===== src/dmrhb_pkg.sv =====
package dmrhb_pkg;

    // item kinds carried in tuser
    localparam logic [2:0] KIND_TICK      = 3'd0;
    localparam logic [2:0] KIND_SET_MAG   = 3'd1;
    localparam logic [2:0] KIND_FORWARD   = 3'd2;
    localparam logic [2:0] KIND_BACKWARD  = 3'd3;
    localparam logic [2:0] KIND_SPIN_LEFT = 3'd4;
    localparam logic [2:0] KIND_SPIN_RIGHT = 3'd5;
    localparam logic [2:0] KIND_STOP      = 3'd6;

    // configuration register indexes
    localparam logic REG_RAMP_STEP     = 1'b0;
    localparam logic REG_RAMP_INTERVAL = 1'b1;

    localparam logic [7:0] RAMP_STEP_RESET     = 8'd5;
    localparam logic [7:0] RAMP_INTERVAL_RESET = 8'd20;

    // per-side target operation
    typedef enum logic [2:0] {
        OP_HOLD,
        OP_SET,
        OP_POS,
        OP_NEG,
        OP_ZERO
    } t_op;

    typedef struct packed {
        logic       fwd;
        logic       rev;
        logic [7:0] duty;
    } t_drive;

endpackage


===== src/dmrhb_timer.sv =====
module dmrhb_timer (
    input  logic       i_clk,
    input  logic       i_rst_n,
    input  logic       i_tick,
    input  logic [7:0] i_interval,
    output logic       o_ramp
);
    logic [7:0] r_elapsed;
    logic [7:0] n_elapsed;
    logic [7:0] w_inc;

    always_comb begin
        // count saturates instead of wrapping
        w_inc     = (r_elapsed == 8'hff) ? r_elapsed : r_elapsed + 8'd1;
        o_ramp    = i_tick && (w_inc >= i_interval);
        n_elapsed = r_elapsed;
        if (i_tick) begin
            n_elapsed = o_ramp ? 8'd0 : w_inc;
        end
    end

    always_ff @(posedge i_clk) begin
        if (!i_rst_n) begin
            r_elapsed <= 8'd0;
        end else begin
            r_elapsed <= n_elapsed;
        end
    end

endmodule


===== src/dmrhb_chan.sv =====
module dmrhb_chan (
    input  logic               i_clk,
    input  logic               i_rst_n,
    input  logic               i_en,
    input  dmrhb_pkg::t_op     i_op,
    input  logic [7:0]         i_mag,
    input  logic               i_ramp,
    input  logic [7:0]         i_step,
    output dmrhb_pkg::t_drive  o_drive
);
    import dmrhb_pkg::*;

    logic signed [8:0]  r_tgt;
    logic signed [8:0]  r_cur;
    logic signed [8:0]  n_tgt;
    logic signed [8:0]  n_cur;
    logic signed [8:0]  w_ramped;
    logic [7:0]         w_tgt_mag;
    logic [7:0]         w_cur_mag;
    logic signed [10:0] w_cur;
    logic signed [10:0] w_tgt;
    logic signed [10:0] w_up;
    logic signed [10:0] w_dn;

    always_comb begin
        w_tgt_mag = r_tgt[8] ? 8'(-r_tgt) : r_tgt[7:0];
        case (i_op)
            OP_SET:  n_tgt = r_tgt[8] ? -$signed({1'b0, i_mag}) : $signed({1'b0, i_mag});
            OP_POS:  n_tgt = $signed({1'b0, w_tgt_mag});
            OP_NEG:  n_tgt = -$signed({1'b0, w_tgt_mag});
            OP_ZERO: n_tgt = 9'sd0;
            default: n_tgt = r_tgt;
        endcase
    end

    always_comb begin
        w_cur = {{2{r_cur[8]}}, r_cur};
        w_tgt = {{2{r_tgt[8]}}, r_tgt};
        w_up  = w_cur + $signed({3'b000, i_step});
        w_dn  = w_cur - $signed({3'b000, i_step});
        // step toward target, clamped so it never passes it
        if (w_cur < w_tgt) begin
            w_ramped = (w_up > w_tgt) ? r_tgt : w_up[8:0];
        end else if (w_cur > w_tgt) begin
            w_ramped = (w_dn < w_tgt) ? r_tgt : w_dn[8:0];
        end else begin
            w_ramped = r_cur;
        end
        n_cur = i_ramp ? w_ramped : r_cur;

        w_cur_mag     = n_cur[8] ? 8'(-n_cur) : n_cur[7:0];
        o_drive.fwd   = !n_cur[8] && (n_cur != 9'sd0);
        o_drive.rev   = n_cur[8];
        o_drive.duty  = w_cur_mag;
    end

    always_ff @(posedge i_clk) begin
        if (!i_rst_n) begin
            r_tgt <= 9'sd0;
            r_cur <= 9'sd0;
        end else if (i_en) begin
            r_tgt <= n_tgt;
            r_cur <= n_cur;
        end
    end

endmodule


===== src/dual_motor_ramp_hbridge_drive.sv =====
// Two-side speed ramp with H-bridge direction pins and PWM duty. Every input
// transfer (tick, set magnitudes, forward, backward, spin left, spin right,
// stop) yields exactly one output transfer carrying both sides' pins and duty
// as they stand after the item. A tick advances the millisecond count; when it
// reaches ramp_interval each side's speed moves toward its target by at most
// ramp_step. The block takes one item per clock while the output is not
// stalled: an input register feeds combinational update logic whose result
// lands in the output register, so an item's result passes the input register
// and then the output register before it is offered at the output, and a
// stalled output only holds the input side once both registers are full.
module dual_motor_ramp_hbridge_drive (
    input  logic        i_clk,
    input  logic        i_rst_n,
    input  logic        s_axis_tvalid,
    output logic        s_axis_tready,
    input  logic [15:0] s_axis_tdata,  // left_magnitude, right_magnitude
    input  logic [2:0]  s_axis_tuser,  // kind
    output logic        m_axis_tvalid,
    input  logic        m_axis_tready,
    // left_fwd_pin, left_rev_pin, left_duty, right_fwd_pin, right_rev_pin,
    // right_duty, zero fill
    output logic [23:0] m_axis_tdata,
    input  logic        i_cfg_we,
    input  logic        i_cfg_idx,
    input  logic [7:0]  i_cfg_data
);
    import dmrhb_pkg::*;

    logic [7:0] r_step;
    logic [7:0] r_interval;

    logic       r_in_valid;
    logic [2:0] r_kind;
    logic [7:0] r_lmag;
    logic [7:0] r_rmag;

    logic        r_out_valid;
    logic [19:0] r_out_data;

    logic   w_out_free;
    logic   w_en;
    logic   w_tick;
    logic   w_ramp;
    t_op    w_lop;
    t_op    w_rop;
    t_drive w_ldrv;
    t_drive w_rdrv;

    assign w_out_free    = !r_out_valid || m_axis_tready;
    assign w_en          = r_in_valid && w_out_free;
    assign s_axis_tready = !r_in_valid || w_out_free;
    assign w_tick        = w_en && (r_kind == KIND_TICK);

    always_comb begin
        w_lop = OP_HOLD;
        w_rop = OP_HOLD;
        case (r_kind)
            KIND_SET_MAG: begin
                w_lop = OP_SET;
                w_rop = OP_SET;
            end
            KIND_FORWARD: begin
                w_lop = OP_POS;
                w_rop = OP_POS;
            end
            KIND_BACKWARD: begin
                w_lop = OP_NEG;
                w_rop = OP_NEG;
            end
            KIND_SPIN_LEFT: begin
                w_lop = OP_NEG;
                w_rop = OP_POS;
            end
            KIND_SPIN_RIGHT: begin
                w_lop = OP_POS;
                w_rop = OP_NEG;
            end
            KIND_STOP: begin
                w_lop = OP_ZERO;
                w_rop = OP_ZERO;
            end
            default: begin
                w_lop = OP_HOLD;
                w_rop = OP_HOLD;
            end
        endcase
    end

    dmrhb_timer u_timer (
        .i_clk      (i_clk),
        .i_rst_n    (i_rst_n),
        .i_tick     (w_tick),
        .i_interval (r_interval),
        .o_ramp     (w_ramp)
    );

    dmrhb_chan u_left (
        .i_clk   (i_clk),
        .i_rst_n (i_rst_n),
        .i_en    (w_en),
        .i_op    (w_lop),
        .i_mag   (r_lmag),
        .i_ramp  (w_ramp),
        .i_step  (r_step),
        .o_drive (w_ldrv)
    );

    dmrhb_chan u_right (
        .i_clk   (i_clk),
        .i_rst_n (i_rst_n),
        .i_en    (w_en),
        .i_op    (w_rop),
        .i_mag   (r_rmag),
        .i_ramp  (w_ramp),
        .i_step  (r_step),
        .o_drive (w_rdrv)
    );

    // configuration registers
    always_ff @(posedge i_clk) begin
        if (!i_rst_n) begin
            r_step     <= RAMP_STEP_RESET;
            r_interval <= RAMP_INTERVAL_RESET;
        end else if (i_cfg_we) begin
            if (i_cfg_idx == REG_RAMP_STEP) begin
                r_step <= i_cfg_data;
            end
            if (i_cfg_idx == REG_RAMP_INTERVAL) begin
                r_interval <= i_cfg_data;
            end
        end
    end

    // input register
    always_ff @(posedge i_clk) begin
        if (!i_rst_n) begin
            r_in_valid <= 1'b0;
        end else if (s_axis_tready) begin
            r_in_valid <= s_axis_tvalid;
        end
    end

    always_ff @(posedge i_clk) begin
        if (s_axis_tready && s_axis_tvalid) begin
            r_kind <= s_axis_tuser;
            r_lmag <= s_axis_tdata[7:0];
            r_rmag <= s_axis_tdata[15:8];
        end
    end

    // result register
    always_ff @(posedge i_clk) begin
        if (!i_rst_n) begin
            r_out_valid <= 1'b0;
        end else if (w_out_free) begin
            r_out_valid <= r_in_valid;
        end
    end

    always_ff @(posedge i_clk) begin
        if (w_en) begin
            r_out_data <= {w_rdrv.duty, w_rdrv.rev, w_rdrv.fwd,
                           w_ldrv.duty, w_ldrv.rev, w_ldrv.fwd};
        end
    end

    assign m_axis_tvalid = r_out_valid;
    assign m_axis_tdata  = {4'b0000, r_out_data};

endmodule

===== config.mk =====
export PLATFORM = sky130hd
export DESIGN_NAME = dual_motor_ramp_hbridge_drive
export DESIGN_NICKNAME = d
export VERILOG_FILES = /design/src/dmrhb_pkg.sv /design/src/dmrhb_timer.sv /design/src/dmrhb_chan.sv /design/src/dual_motor_ramp_hbridge_drive.sv
export SDC_FILE = /design/constraint.sdc
export NUM_CORES = 1
export LEC_CHECK = 0
export BUFFER_PORTS_ARGS = -buffer_cell sky130_fd_sc_hd__buf_2
export CAP_MARGIN = 10
export CORE_MARGIN = 5
export CORE_UTILIZATION = 60
export DETAILED_ROUTE_END_ITERATION = 10
export PLACE_DENSITY_LB_ADDON = 0.2
export SYNTH_ARGS = -nofsm -noshare
export SYNTH_HDL_FRONTEND = slang
export SYNTH_SLANG_ARGS = --single-unit

===== constraint.sdc =====
create_clock -name i_clk -period 5.3 [get_ports i_clk]
set_input_delay 0.265 -clock i_clk [delete_from_list [all_inputs] [get_ports i_clk]]
set_output_delay 0.265 -clock i_clk [all_outputs]
set_load 0.02 [all_outputs]

# --- Word-level counts from Yosys, hierarchy flattened ---
# Index checks and enable logic that the tools add are counted.
op_classes:
  add_sub_neg: 13
  n_mul: 0
  div_mod_pow: 0
  n_lt_le_gt_ge: 9
  eq_ne: 15
  shifts: 0
  n_mux: 22
  bitwise_logic: 1
  reduce_logical: 25
op_table:
  columns: ["operator", "n"]
  rows:
  - ["9-bit two-way mux", 12]
  - ["9-bit one-hot mux with 4 select lines", 2]
  - ["8-bit two-way mux", 6]
  - ["8-bit negation with 9-bit output", 4]
  - ["8-bit negation", 4]
  - ["3-bit one-hot mux with 4 select lines", 2]
  - ["9-bit by 9-bit adder with 10-bit output", 2]
  - ["10-bit by 9-bit greater-than comparator with 1-bit output", 2]
  - ["10-bit by 9-bit less-than comparator with 1-bit output", 2]
  - ["9-bit by 9-bit subtractor with 10-bit output", 2]
  - ["3-bit by 2-bit == test with 1-bit output, second input constant", 6]
  - ["9-bit greater-than comparator", 2]
  - ["9-bit less-than comparator", 2]
  - ["9-bit nonzero test", 2]
  - ["3-bit == test, second input constant", 5]
  - ["3-bit by 1-bit == test with 1-bit output, second input constant", 3]
  - ["8-bit by 1-bit adder with 8-bit output, second input constant", 1]
  - ["8-bit == test, second input constant", 1]
  - ["8-bit >= comparator", 1]
  - ["2-bit AND reduction", 4]
  - ["4-bit nonzero test", 2]
  - ["2-bit OR reduction", 4]
  - ["1-bit logical AND", 6]
  - ["1-bit zero test", 4]
  - ["other kinds (3)", 4]
word_totals:
  register_bits: 101
  latchBits: 0
  ram_bits: 0
  romBits: 0
  in_bits: 33
  output_inout_bits: 26
  word_cells: 98
  memories: 0

# --- Logic depth before layout (Yosys ltp) ---
# Gate-level depths: netlist of run 1.
logic_depth:
  word_depth: 8
  mapped_depth: 22

# --- By module ---
# A second synthesis of run 1 with hierarchy kept.
hier_totals:
  cells_unflattened: 1078
  area_unflattened_um2: 9093.7
by_module_without_submodules:
  columns: ["module", "n_inst", "cells_per_inst", "area_each_um2", "seq_area_each_um2"]
  rows:
  - ["dmrhb_chan at u_left", 1, 447, 3265.6, 360.3]
  - ["dmrhb_chan at u_right", 1, 416, 3126.7, 360.3]
  - ["dual_motor_ramp_hbridge_drive", 1, 129, 1993.2, 1531.5]
  - ["dmrhb_timer", 1, 86, 708.2, 160.2]

# --- Least setup slack after synthesis of run 1 ---
# No wires, ideal clock.
synth_path:
  path_type: "register to register"
  from: "register r_step[4]"
  to: "register r_out_data[6] (data pin)"
  t_arrival_ns: 4.230
  slack_ns: 0.805
  path_stages_with_launch: 23
  path_buffers: 2
  synth_period_minus_slack_ns: 4.495
  cell_sequence: "dfxtp_1 inv_1 ha_1 clkbuf_1 nor2_1 a21oi_1 o41ai_1 o41ai_1 xnor2_1 inv_1 ha_1 a21oi_1 o21ai_0 a2111oi_0 nor2_1 clkbuf_1 mux2i_1 a211oi_1 inv_1 ha_1 nand2_1 o21ai_0 xor2_1"
synth_lines:
  columns: ["item", "line_no", "text"]
  rows:
  - ["from (decl)", "dual_motor_ramp_hbridge_drive.sv:29", "logic [7:0] r_step;"]
  - ["from (signal assigned)", "dual_motor_ramp_hbridge_drive.sv:126", "r_step <= i_cfg_data;"]
  - ["to (signal assigned)", "dual_motor_ramp_hbridge_drive.sv:162", "r_out_data <= {w_rdrv.duty, w_rdrv.rev, w_rdrv.fwd,"]
  - ["to (decl)", "dual_motor_ramp_hbridge_drive.sv:38", "logic [19:0] r_out_data;"]

==> qor.log, run 1 <==
INFO  setup_path     crit_slowest_cell=sky130_fd_sc_hd__ha_1
INFO  power_and_ir_drop power-per-cell-area=216.7mW/mm^2
INFO  clock_network  path_clk_slew=0.08ns
INFO  grt            grt_start_max_net_pins=47
INFO  logic_synthesis async_flop_share=0%
INFO  clock_network  cts-root-to-sink-buffers=2
INFO  timing         worst_slew_margin_rel=39.12%
INFO  setup_path     arrival=5.08ns
INFO  timing         setup_tns=0ns
INFO  timing         timing.final.ws_setup=0.3160ns
INFO  floorplanning  die_w=133.3um
INFO  logic_synthesis synthFlopType=sky130_fd_sc_hd__dfxtp_1
INFO  placed_design  routabilityCongestion=0.9884
INFO  floorplanning  floorplan.die.height=133.3um
INFO  placed_design  detailedPlace.worstSlack=0.1647ns
INFO  power_and_ir_drop total_power=2.135mW
INFO  drt            drc_violations_left=0
INFO  cells_and_area finalNetCount=1294
INFO  cells_and_area diodes=0
INFO  logic_synthesis ys_top_cells_by_area=sky130_fd_sc_hd__ha_1 (14%), sky130_fd_sc_hd__dfxtp_1 (14%), sky130_fd_sc_hd__edfxtp_1 (13%)
INFO  drt            vias=8470
INFO  cells_and_area commonest_non_fill_non_tap_cell_in_the_layout=sky130_fd_sc_hd__nor2_1
INFO  setup_path     path_cells=inv_1 -> ha_1 -> nor2b_1 -> a21oi_1 -> o41ai_1 -> o41ai_1 -> buf_4 -> xnor2_1 -> inv_1 -> ha_1 -> a21oi_1 -> o21ai_0 -> a2111oi_1 -> nor2_2 -> mux2i_1 -> a211oi_1 -> inv_1 -> ha_1 -> nand2_1 -> o21ai_0 -> xor2_1
INFO  power_and_ir_drop power.ir.vdd_worst=0.2605mV
INFO  timing         finalMaxSlewViolations=0
INFO  clock_network  root_buffer=sky130_fd_sc_hd__clkbuf_16
INFO  timing         worst_margin_pin_slew=0.9119ns
INFO  run            max_cap_violations=0
INFO  logic_synthesis netlist.top_cell.by_area=sky130_fd_sc_hd__ha_1
INFO  logic_synthesis synth.cell_area=0.009120mm^2
INFO  timing         final_hold_violating_endpoints=0
INFO  floorplanning  die_area=0.01777mm^2
INFO  clock_network  cts_tree=done
INFO  placed_design  detailed_placement_hpwl=19.12mm
INFO  logic_synthesis register_area_share_after_synthesis=26.45%
INFO  timing         grt_setup_unrepaired=false
INFO  timing         hold-worst-slack=0.08291ns
INFO  logic_synthesis synth_largest_type_area_fraction=14.27%
INFO  logic_synthesis synth-edff-count=39
INFO  clock_network  h-tree-depth=3
INFO  run_status     status=finished clean
INFO  cells_and_area final_cells=1346
INFO  worst_hold_path worst_hold_path_type=primary input to flop
INFO  logic_synthesis seq_cells_post_synth=101
INFO  floorplanning  core_region_area=0.01503mm^2
INFO  logic_synthesis synth.distinct_cells=83
INFO  power_and_ir_drop p_leak=4.117nW
INFO  grt            number_of_antenna_violations_at_the_first_check_in_global_routing=0
INFO  logic_synthesis ys.warnings.count=0
INFO  drt            detail_route.vias_per_cell=6.293
INFO  timing         layout_min_cycle_time=4.984ns
INFO  logic_synthesis synthCells=1120
INFO  grt            grt_pass1_vias=7636
INFO  timing         timing.final.setup_violations=0
INFO  clock_network  numClockSinks=101
INFO  grt            global_route_wire_length_before_repair=39.23mm
INFO  clock_network  cts_hold_buf=0
INFO  setup_path     worst_path_maximum_fanout=12
INFO  clock_network  cts_made_buffers=9
INFO  setup_path     slowest_delay=0.48ns
INFO  clock_network  insertion_delay=0.36ns
INFO  setup_path     critPathCaptureType=flop
INFO  grt            gr-usage-all-layers=27.40%
INFO  timing         finalCritPeriodShare=94.04%
INFO  drt            routed_wl=25.07mm
INFO  cells_and_area synthToLayoutAreaGrowth=8.012%
INFO  grt            globalRouteOverflowTotal=0
INFO  cells_and_area layout.cells.most_common_list=sky130_fd_sc_hd__nor2_1 (108), sky130_fd_sc_hd__ha_1 (104), sky130_fd_sc_hd__nand2_1 (93), sky130_fd_sc_hd__a21oi_1 (89), sky130_fd_sc_hd__inv_1 (74)
INFO  setup_path     timing_worst_setup_path_type=flop to flop
INFO  drt            number_of_detailed_routing_iterations_run_before_antenna_repair=6
INFO  floorplanning  starting_density=60.67%
INFO  placed_design  number_of_port_buffers=54
INFO  setup_path     worstSetupStartpointType=flop
INFO  drt            routedWlPerCell=18.63um
INFO  floorplanning  std_cell_rows=45
INFO  drt            antenna_violating_nets_post_route=0
INFO  setup_path     r2r_setup_slack=0.32ns
INFO  setup_path     timing.critical_path.required=5.40ns
INFO  drt            drt_iter0_drc=819
INFO  cells_and_area layout-drive-gt1-share=9.931%
INFO  logic_synthesis synth_area_per_cell=8.143um^2
INFO  floorplanning  io_pins=59
INFO  timing         maximum_operating_frequency=200.6MHz
INFO  placed_design  dp.cells=1329
INFO  timing         finClkSkew=0.01060ns
## cells by family (layout without fill, tap and decap cells)
kind of cell / count (synthesis) / after routing / share of synthesized area, %
AOI/OAI and AO/OA: 329 / 329 / 24.39
xor gates and xnor gates: 65 / 65 / 6.242
adders and majority gates: 108 / 108 / 15.15
buffers and inverters: 126 / 161 / 5.543
DFF: 101 / 101 / 26.45
muxes: 28 / 28 / 3.142
other: 1 / 4 / 0.04112
and+or+nand+nor: 362 / 362 / 19.04
## timing repair
item,4_1_cts,5_1_grt
gates resized for setup,0,7
hold endpoints to repair,0,0
setup buffers,0,1
setup endpoints to repair,0,13
## registers in the layout, summed over array words and instances (netlist names)
| name | count |
|---|---|
| u_left.r_tgt | 9 |
| u_right.r_cur | 9 |
| m_axis_tvalid | 1 |
| u_right.r_tgt | 9 |
| r_kind | 3 |
| r_out_data | 20 |
| r_in_valid | 1 |
| r_rmag | 8 |
| u_left.r_cur | 9 |
| r_interval | 8 |
| u_timer.r_elapsed | 8 |
| r_lmag | 8 |
| r_step | 8 |
## final timing paths
| kind | from | to | depth (start not counted) |
|---|---|---|---|
| hold reg to reg | r_interval[1] | r_interval[1] | 2 |
| setup / recovery | r_step[4] | r_out_data[6] | 21 |
| setup reg to reg | r_step[4] | r_out_data[6] | 21 |
| hold / removal | s_axis_tdata[5] | r_lmag[5] | 1 |
## per-layer routing
layer / share of wire (%) / GRT usage, % / up-vias
met2: 44 / 43.12 / 369
met3: 8.5 / 5.702 / 65
li1: - / - / 4139
met1: 44 / 37.61 / 3897
met5: 0 / 0 / -
met4: 3.3 / 9.429 / 0
## cells in the mapped netlist (all sizes together) (5+ instances only)
cell type / instances
edfxtp: 39
a221oi: 7
a2111oi: 5
mux2: 5
a41oi: 6
nor2b: 20
xor2: 17
a21o: 11
a32oi: 5
and2: 9
nand2: 93
clkbuf: 34
o21bai: 6
nor3b: 6
a21oi: 89
buf: 16
inv: 75
or3: 10
and4: 5
o211ai: 12
o41ai: 5
nor3: 32
a221o: 5
and3: 8
o22ai: 5
mux2i: 23
o31ai: 16
nand3: 23
o21a: 14
nor2: 110
nand2b: 20
o21ai: 73
a211oi: 20
xnor2: 48
ha: 104
nor4: 5
dfxtp: 62
a31oi: 15
o221ai: 5
nand4: 11
## through the flow
step | area (um^2) | utilization [%]
finish | 9851 | 65.53
CTS | 9811 | 65.26
floorplan | 9131 | -
detailed placement | 9522 | 63.34
global route | 9851 | 65.53
global placement | 9522 | 63.34
## power breakdown
part | leakage (nW) | internal [mW] | switching (mW)
logic | 3.08 | 0.228 | 0.359
clock network | 0.145 | 0.367 | 0.305
registers | 0.888 | 0.836 | 0.0403
total | 4.12 | 1.43 | 0.704
## worst max-delay path: cells and delay by family (launching register included)
| family | cells | cell delay (ns) |
|---|---|---|
| simple gates | 3 | 0.45 |
| fa+ha+maj | 3 | 1.02 |
| flops | 1 | 0.40 |
| mux | 1 | 0.17 |
| buf+inv | 4 | 0.51 |
| xor+xnor | 2 | 0.30 |
| compound gates | 8 | 1.85 |
## cell type report
cell class / instances / area [um^2]
flip-flops and latches: 101 / 2412
multi-input cells: 896 / 6246
clock inverters: 6 / 60.06
clock buffers: 10 / 229.0
repair buffers: 69 / 382.9
well taps: 188 / 235.2
inverters: 76 / 285.3
fillers: 1302 / 5182
Note: power is estimated with default switching activity, not from simulation.
==> run 2: changes to the inputs <==
Settings changed: CORE_UTILIZATION 60 to 57, MAX_ROUTING_LAYER set to met4.
Clock period 5.3 ns to 4.1 ns, I/O delays scaled along.
==> qor.log, run 2 (synthesis gave the netlist of run 1 again) <==
INFO  drt            number_of_detailed_routing_iterations_run_before_antenna_repair=6 [unchanged]
INFO  setup_path     timing.critical_path.required=4.18ns [was 5.40 ns]
INFO  setup_path     cp.buffers_inverters=0 [was 4]
INFO  run            max_cap_violations=0 [unchanged]
INFO  timing         grt_setup_unrepaired=true [was false]
INFO  setup_path     crit-reg2reg-launch=u_right.r_cur[0] [was r_step[4]]
INFO  drt            drt_iter0_drc=797 [was 819]
INFO  power_and_ir_drop power-per-cell-area=241.2mW/mm^2 [was 216.7 mW/mm^2]
INFO  placed_design  dp.cells=1495 [was 1329]
INFO  drt            routed_wl=31.49mm [was 25.07 mm]
INFO  cells_and_area final_cells=1552 [was 1346]
INFO  clock_network  insertion_delay=0.36ns [about the same]
INFO  grt            number_of_antenna_violations_at_the_first_check_in_global_routing=1 [was 0]
INFO  timing         worst_margin_pin_slew=0.9954ns [was 0.9119 ns]
INFO  setup_path     critPathCaptureType=flop [unchanged]
INFO  timing         finalCritPeriodShare=108.7% [was 94.04%]
INFO  run_status     status=complete, but fails checks [was finished clean]
INFO  floorplanning  starting_density=57.83% [was 60.67%]
INFO  setup_path     timing.critical_path.to=r_out_data[10] [was r_out_data[6]]
INFO  floorplanning  floorplan.die.height=136.5um [was 133.3 um]
INFO  floorplanning  std_cell_rows=46 [was 45]
INFO  cells_and_area finalNetCount=1471 [was 1294]
INFO  timing         finClkSkew=0.009776ns [was 0.01060 ns]
INFO  timing         timing.final.setup_violations=20 [was 0]
INFO  setup_path     path_cells=ha_4 -> fa_2 -> nand2b_4 -> a211oi_2 -> o21bai_2 -> a211oi_2 -> or3_1 -> and2_4 -> ha_4 -> and4_4 -> o211ai_1 -> o211a_1 -> a211oi_4 -> mux2i_1 -> o221a_2 -> ha_4 -> nor2b_4 -> a41oi_2 [was inv_1 -> ha_1 -> nor2b_1 -> a21oi_1 -> o41ai_1 -> o41ai_1 -> buf_4 -> xnor2_1 -> inv_1 -> ha_1 -> a21oi_1 -> o21ai_0 -> a2111oi_1 -> nor2_2 -> mux2i_1 -> a211oi_1 -> inv_1 -> ha_1 -> nand2_1 -> o21ai_0 -> xor2_1]
INFO  grt            gr-usage-all-layers=32.33% [was 27.40%]
INFO  cells_and_area layout-drive-gt1-share=31.09% [was 9.931%]
INFO  clock_network  root_buffer=sky130_fd_sc_hd__clkbuf_16 [unchanged]
INFO  worst_hold_path worst_hold_path_type=primary input to flop [unchanged]
INFO  timing         hold-worst-slack=0.01702ns [was 0.08291 ns]
INFO  setup_path     timing.critical_path.mode_cell=sky130_fd_sc_hd__ha_4
INFO  drt            antenna_violating_nets_post_route=0 [unchanged]
INFO  power_and_ir_drop p_leak=5.114nW [was 4.117 nW]
INFO  power_and_ir_drop power.ir.vdd_worst=0.2577mV [was 0.2605 mV]
INFO  setup_path     worstSetupStartpointType=flop [unchanged]
INFO  power_and_ir_drop total_power=2.904mW [was 2.135 mW]
INFO  cells_and_area postLayoutCoreUtil=76.35% [was 65.53%]
INFO  clock_network  cts_tree=done [unchanged]
INFO  cells_and_area commonest_non_fill_non_tap_cell_in_the_layout=sky130_fd_sc_hd__buf_4 [was sky130_fd_sc_hd__nor2_1]
INFO  timing         final_hold_violating_endpoints=0 [unchanged]
INFO  setup_path     slowest_delay=0.43ns [was 0.48 ns]
INFO  timing         layout_min_cycle_time=4.456ns [was 4.984 ns]
INFO  timing         finalMaxSlewViolations=0 [unchanged]
INFO  setup_path     cp.depth=18 [was 21]
INFO  setup_path     arrival=4.54ns [was 5.08 ns]
INFO  setup_path     crit_slowest_cell=sky130_fd_sc_hd__fa_2 [was sky130_fd_sc_hd__ha_1]
INFO  cells_and_area largest_register_ffs=20 [unchanged]
INFO  setup_path     worst_r2r_path_depth=18 [was 21]
INFO  clock_network  cts_made_buffers=9 [unchanged]
INFO  cells_and_area largest-register=r_out_data [unchanged]
INFO  grt            grt_start_max_net_pins=47 [unchanged]
INFO  cells_and_area synthToLayoutAreaGrowth=32.02% [was 8.012%]
INFO  placed_design  number_of_port_buffers=54 [unchanged]
INFO  floorplanning  io_pins=59 [unchanged]
INFO  clock_network  cts_hold_buf=0 [unchanged]
INFO  placed_design  detailed_placement_hpwl=22.38mm [was 19.12 mm]
INFO  drt            detail_route.vias_per_cell=6.180 [was 6.293]
INFO  timing         timing.final.ws_setup=-0.3562ns [was 0.3160 ns]
INFO  grt            globalRouteOverflowTotal=0 [unchanged]
INFO  run_status     failing_checks=setup timing
INFO  grt            global_route_wire_length_before_repair=45.80mm [was 39.23 mm]
INFO  clock_network  numClockSinks=101 [unchanged]
INFO  placed_design  routabilityCongestion=1.023 [was 0.9884]
INFO  clock_network  path_clk_slew=0.08ns [about the same]
INFO  cells_and_area layout.cells.most_common_list=sky130_fd_sc_hd__buf_4 (178), sky130_fd_sc_hd__nor2_1 (100), sky130_fd_sc_hd__nand2_1 (90), sky130_fd_sc_hd__ha_1 (86), sky130_fd_sc_hd__a21oi_1 (75) [was sky130_fd_sc_hd__nor2_1 (108), sky130_fd_sc_hd__ha_1 (104), sky130_fd_sc_hd__nand2_1 (93), sky130_fd_sc_hd__a21oi_1 (89), sky130_fd_sc_hd__inv_1 (74)]
INFO  setup_path     critical_path.top_delay_family=compound AO/OA/AOI/OAI gates [unchanged]
INFO  setup_path     r2r_setup_slack=-0.36ns [was 0.32 ns]
INFO  drt            drc_violations_left=0 [unchanged]
INFO  floorplanning  die_area=0.01863mm^2 [was 0.01777 mm^2]
INFO  grt            grt_pass1_vias=8881 [was 7636]
INFO  floorplanning  die_w=136.5um [was 133.3 um]
INFO  setup_path     worst_path_maximum_fanout=3 [was 12]
INFO  drt            vias=9592 [was 8470]
INFO  setup_path     regToRegEndpoint=r_out_data[10] [was r_out_data[6]]
INFO  setup_path     timing_worst_setup_path_type=flop to flop [unchanged]
INFO  drt            routedWlPerCell=20.29um [was 18.63 um]
INFO  setup_path     timing.critical_path.from=u_right.r_cur[0] [was r_step[4]]
INFO  clock_network  cts-root-to-sink-buffers=2 [unchanged]
INFO  timing         worst_slew_margin_rel=33.64% [was 39.12%]
INFO  timing         maximum_operating_frequency=224.4MHz [was 200.6 MHz]
INFO  clock_network  h-tree-depth=3 [unchanged]
INFO  floorplanning  core_region_area=0.01577mm^2 [was 0.01503 mm^2]
[run 2: layer usage]
layer | global-route usage [%] | part of all wire, %
met5 | - | 0
met4 | 13.83 | 4.8
met1 | 40.71 | 41
met3 | 6.360 | 8.5
met2 | 50.79 | 46
[run 2: how the worst min path moves through the flow]
stage                     depth (start not counted)        startpoint   endpoint  slack, ns
final                                             1  s_axis_tdata[13]  r_rmag[5]       0.02
after global routing                              1  s_axis_tdata[11]  r_rmag[3]      0.009
after CTS                                         1   s_axis_tdata[0]  r_lmag[0]       0.02
after detailed placement                          1  s_axis_tdata[13]  r_rmag[5]       0.38
after global placement                            1  s_axis_tdata[15]  r_rmag[7]       0.38
after floorplan                                   0   s_axis_tuser[0]  r_kind[0]       0.30
[run 2: through the flow]
step           cell area (um^2)  setup slack [ns]  setup TNS [ns]
2_1_floorplan              9318          -0.06702         -0.1088
3_3_place_gp              10750           -0.4389          -5.316
3_5_place_dp              10750           -0.4180          -5.656
4_1_cts                   11430           -0.1887          -1.769
5_1_grt                   12040           -0.4067          -5.694
6_report                  12040           -0.3562          -3.683
[run 2: power by group]
part           internal [mW]  switching [mW]  total, mW
Clock                  0.414           0.399      0.813
Sequential              1.08          0.0377       1.12
Combinational          0.423           0.551      0.974
[run 2: what timing repair did]
action                                  4_1_cts  5_1_grt
buffers inserted                             19       21
pin swaps                                    26       48
endpoints found under the setup margin       23       31
cloned                                        0        0
resized for setup                            56       95
[run 2: layout make-up]
cell class	count	area, um^2
Clock inverter	7	51.30
Tap cell	216	270.3
Multi-Input combinational cell	896	6977
Clock buffer	9	225.2
Fill cell	1126	3730
Sequential cell	101	2430
Inverter	76	294.0
Timing Repair Buffer	246	1790
Antenna cell	1	2.502
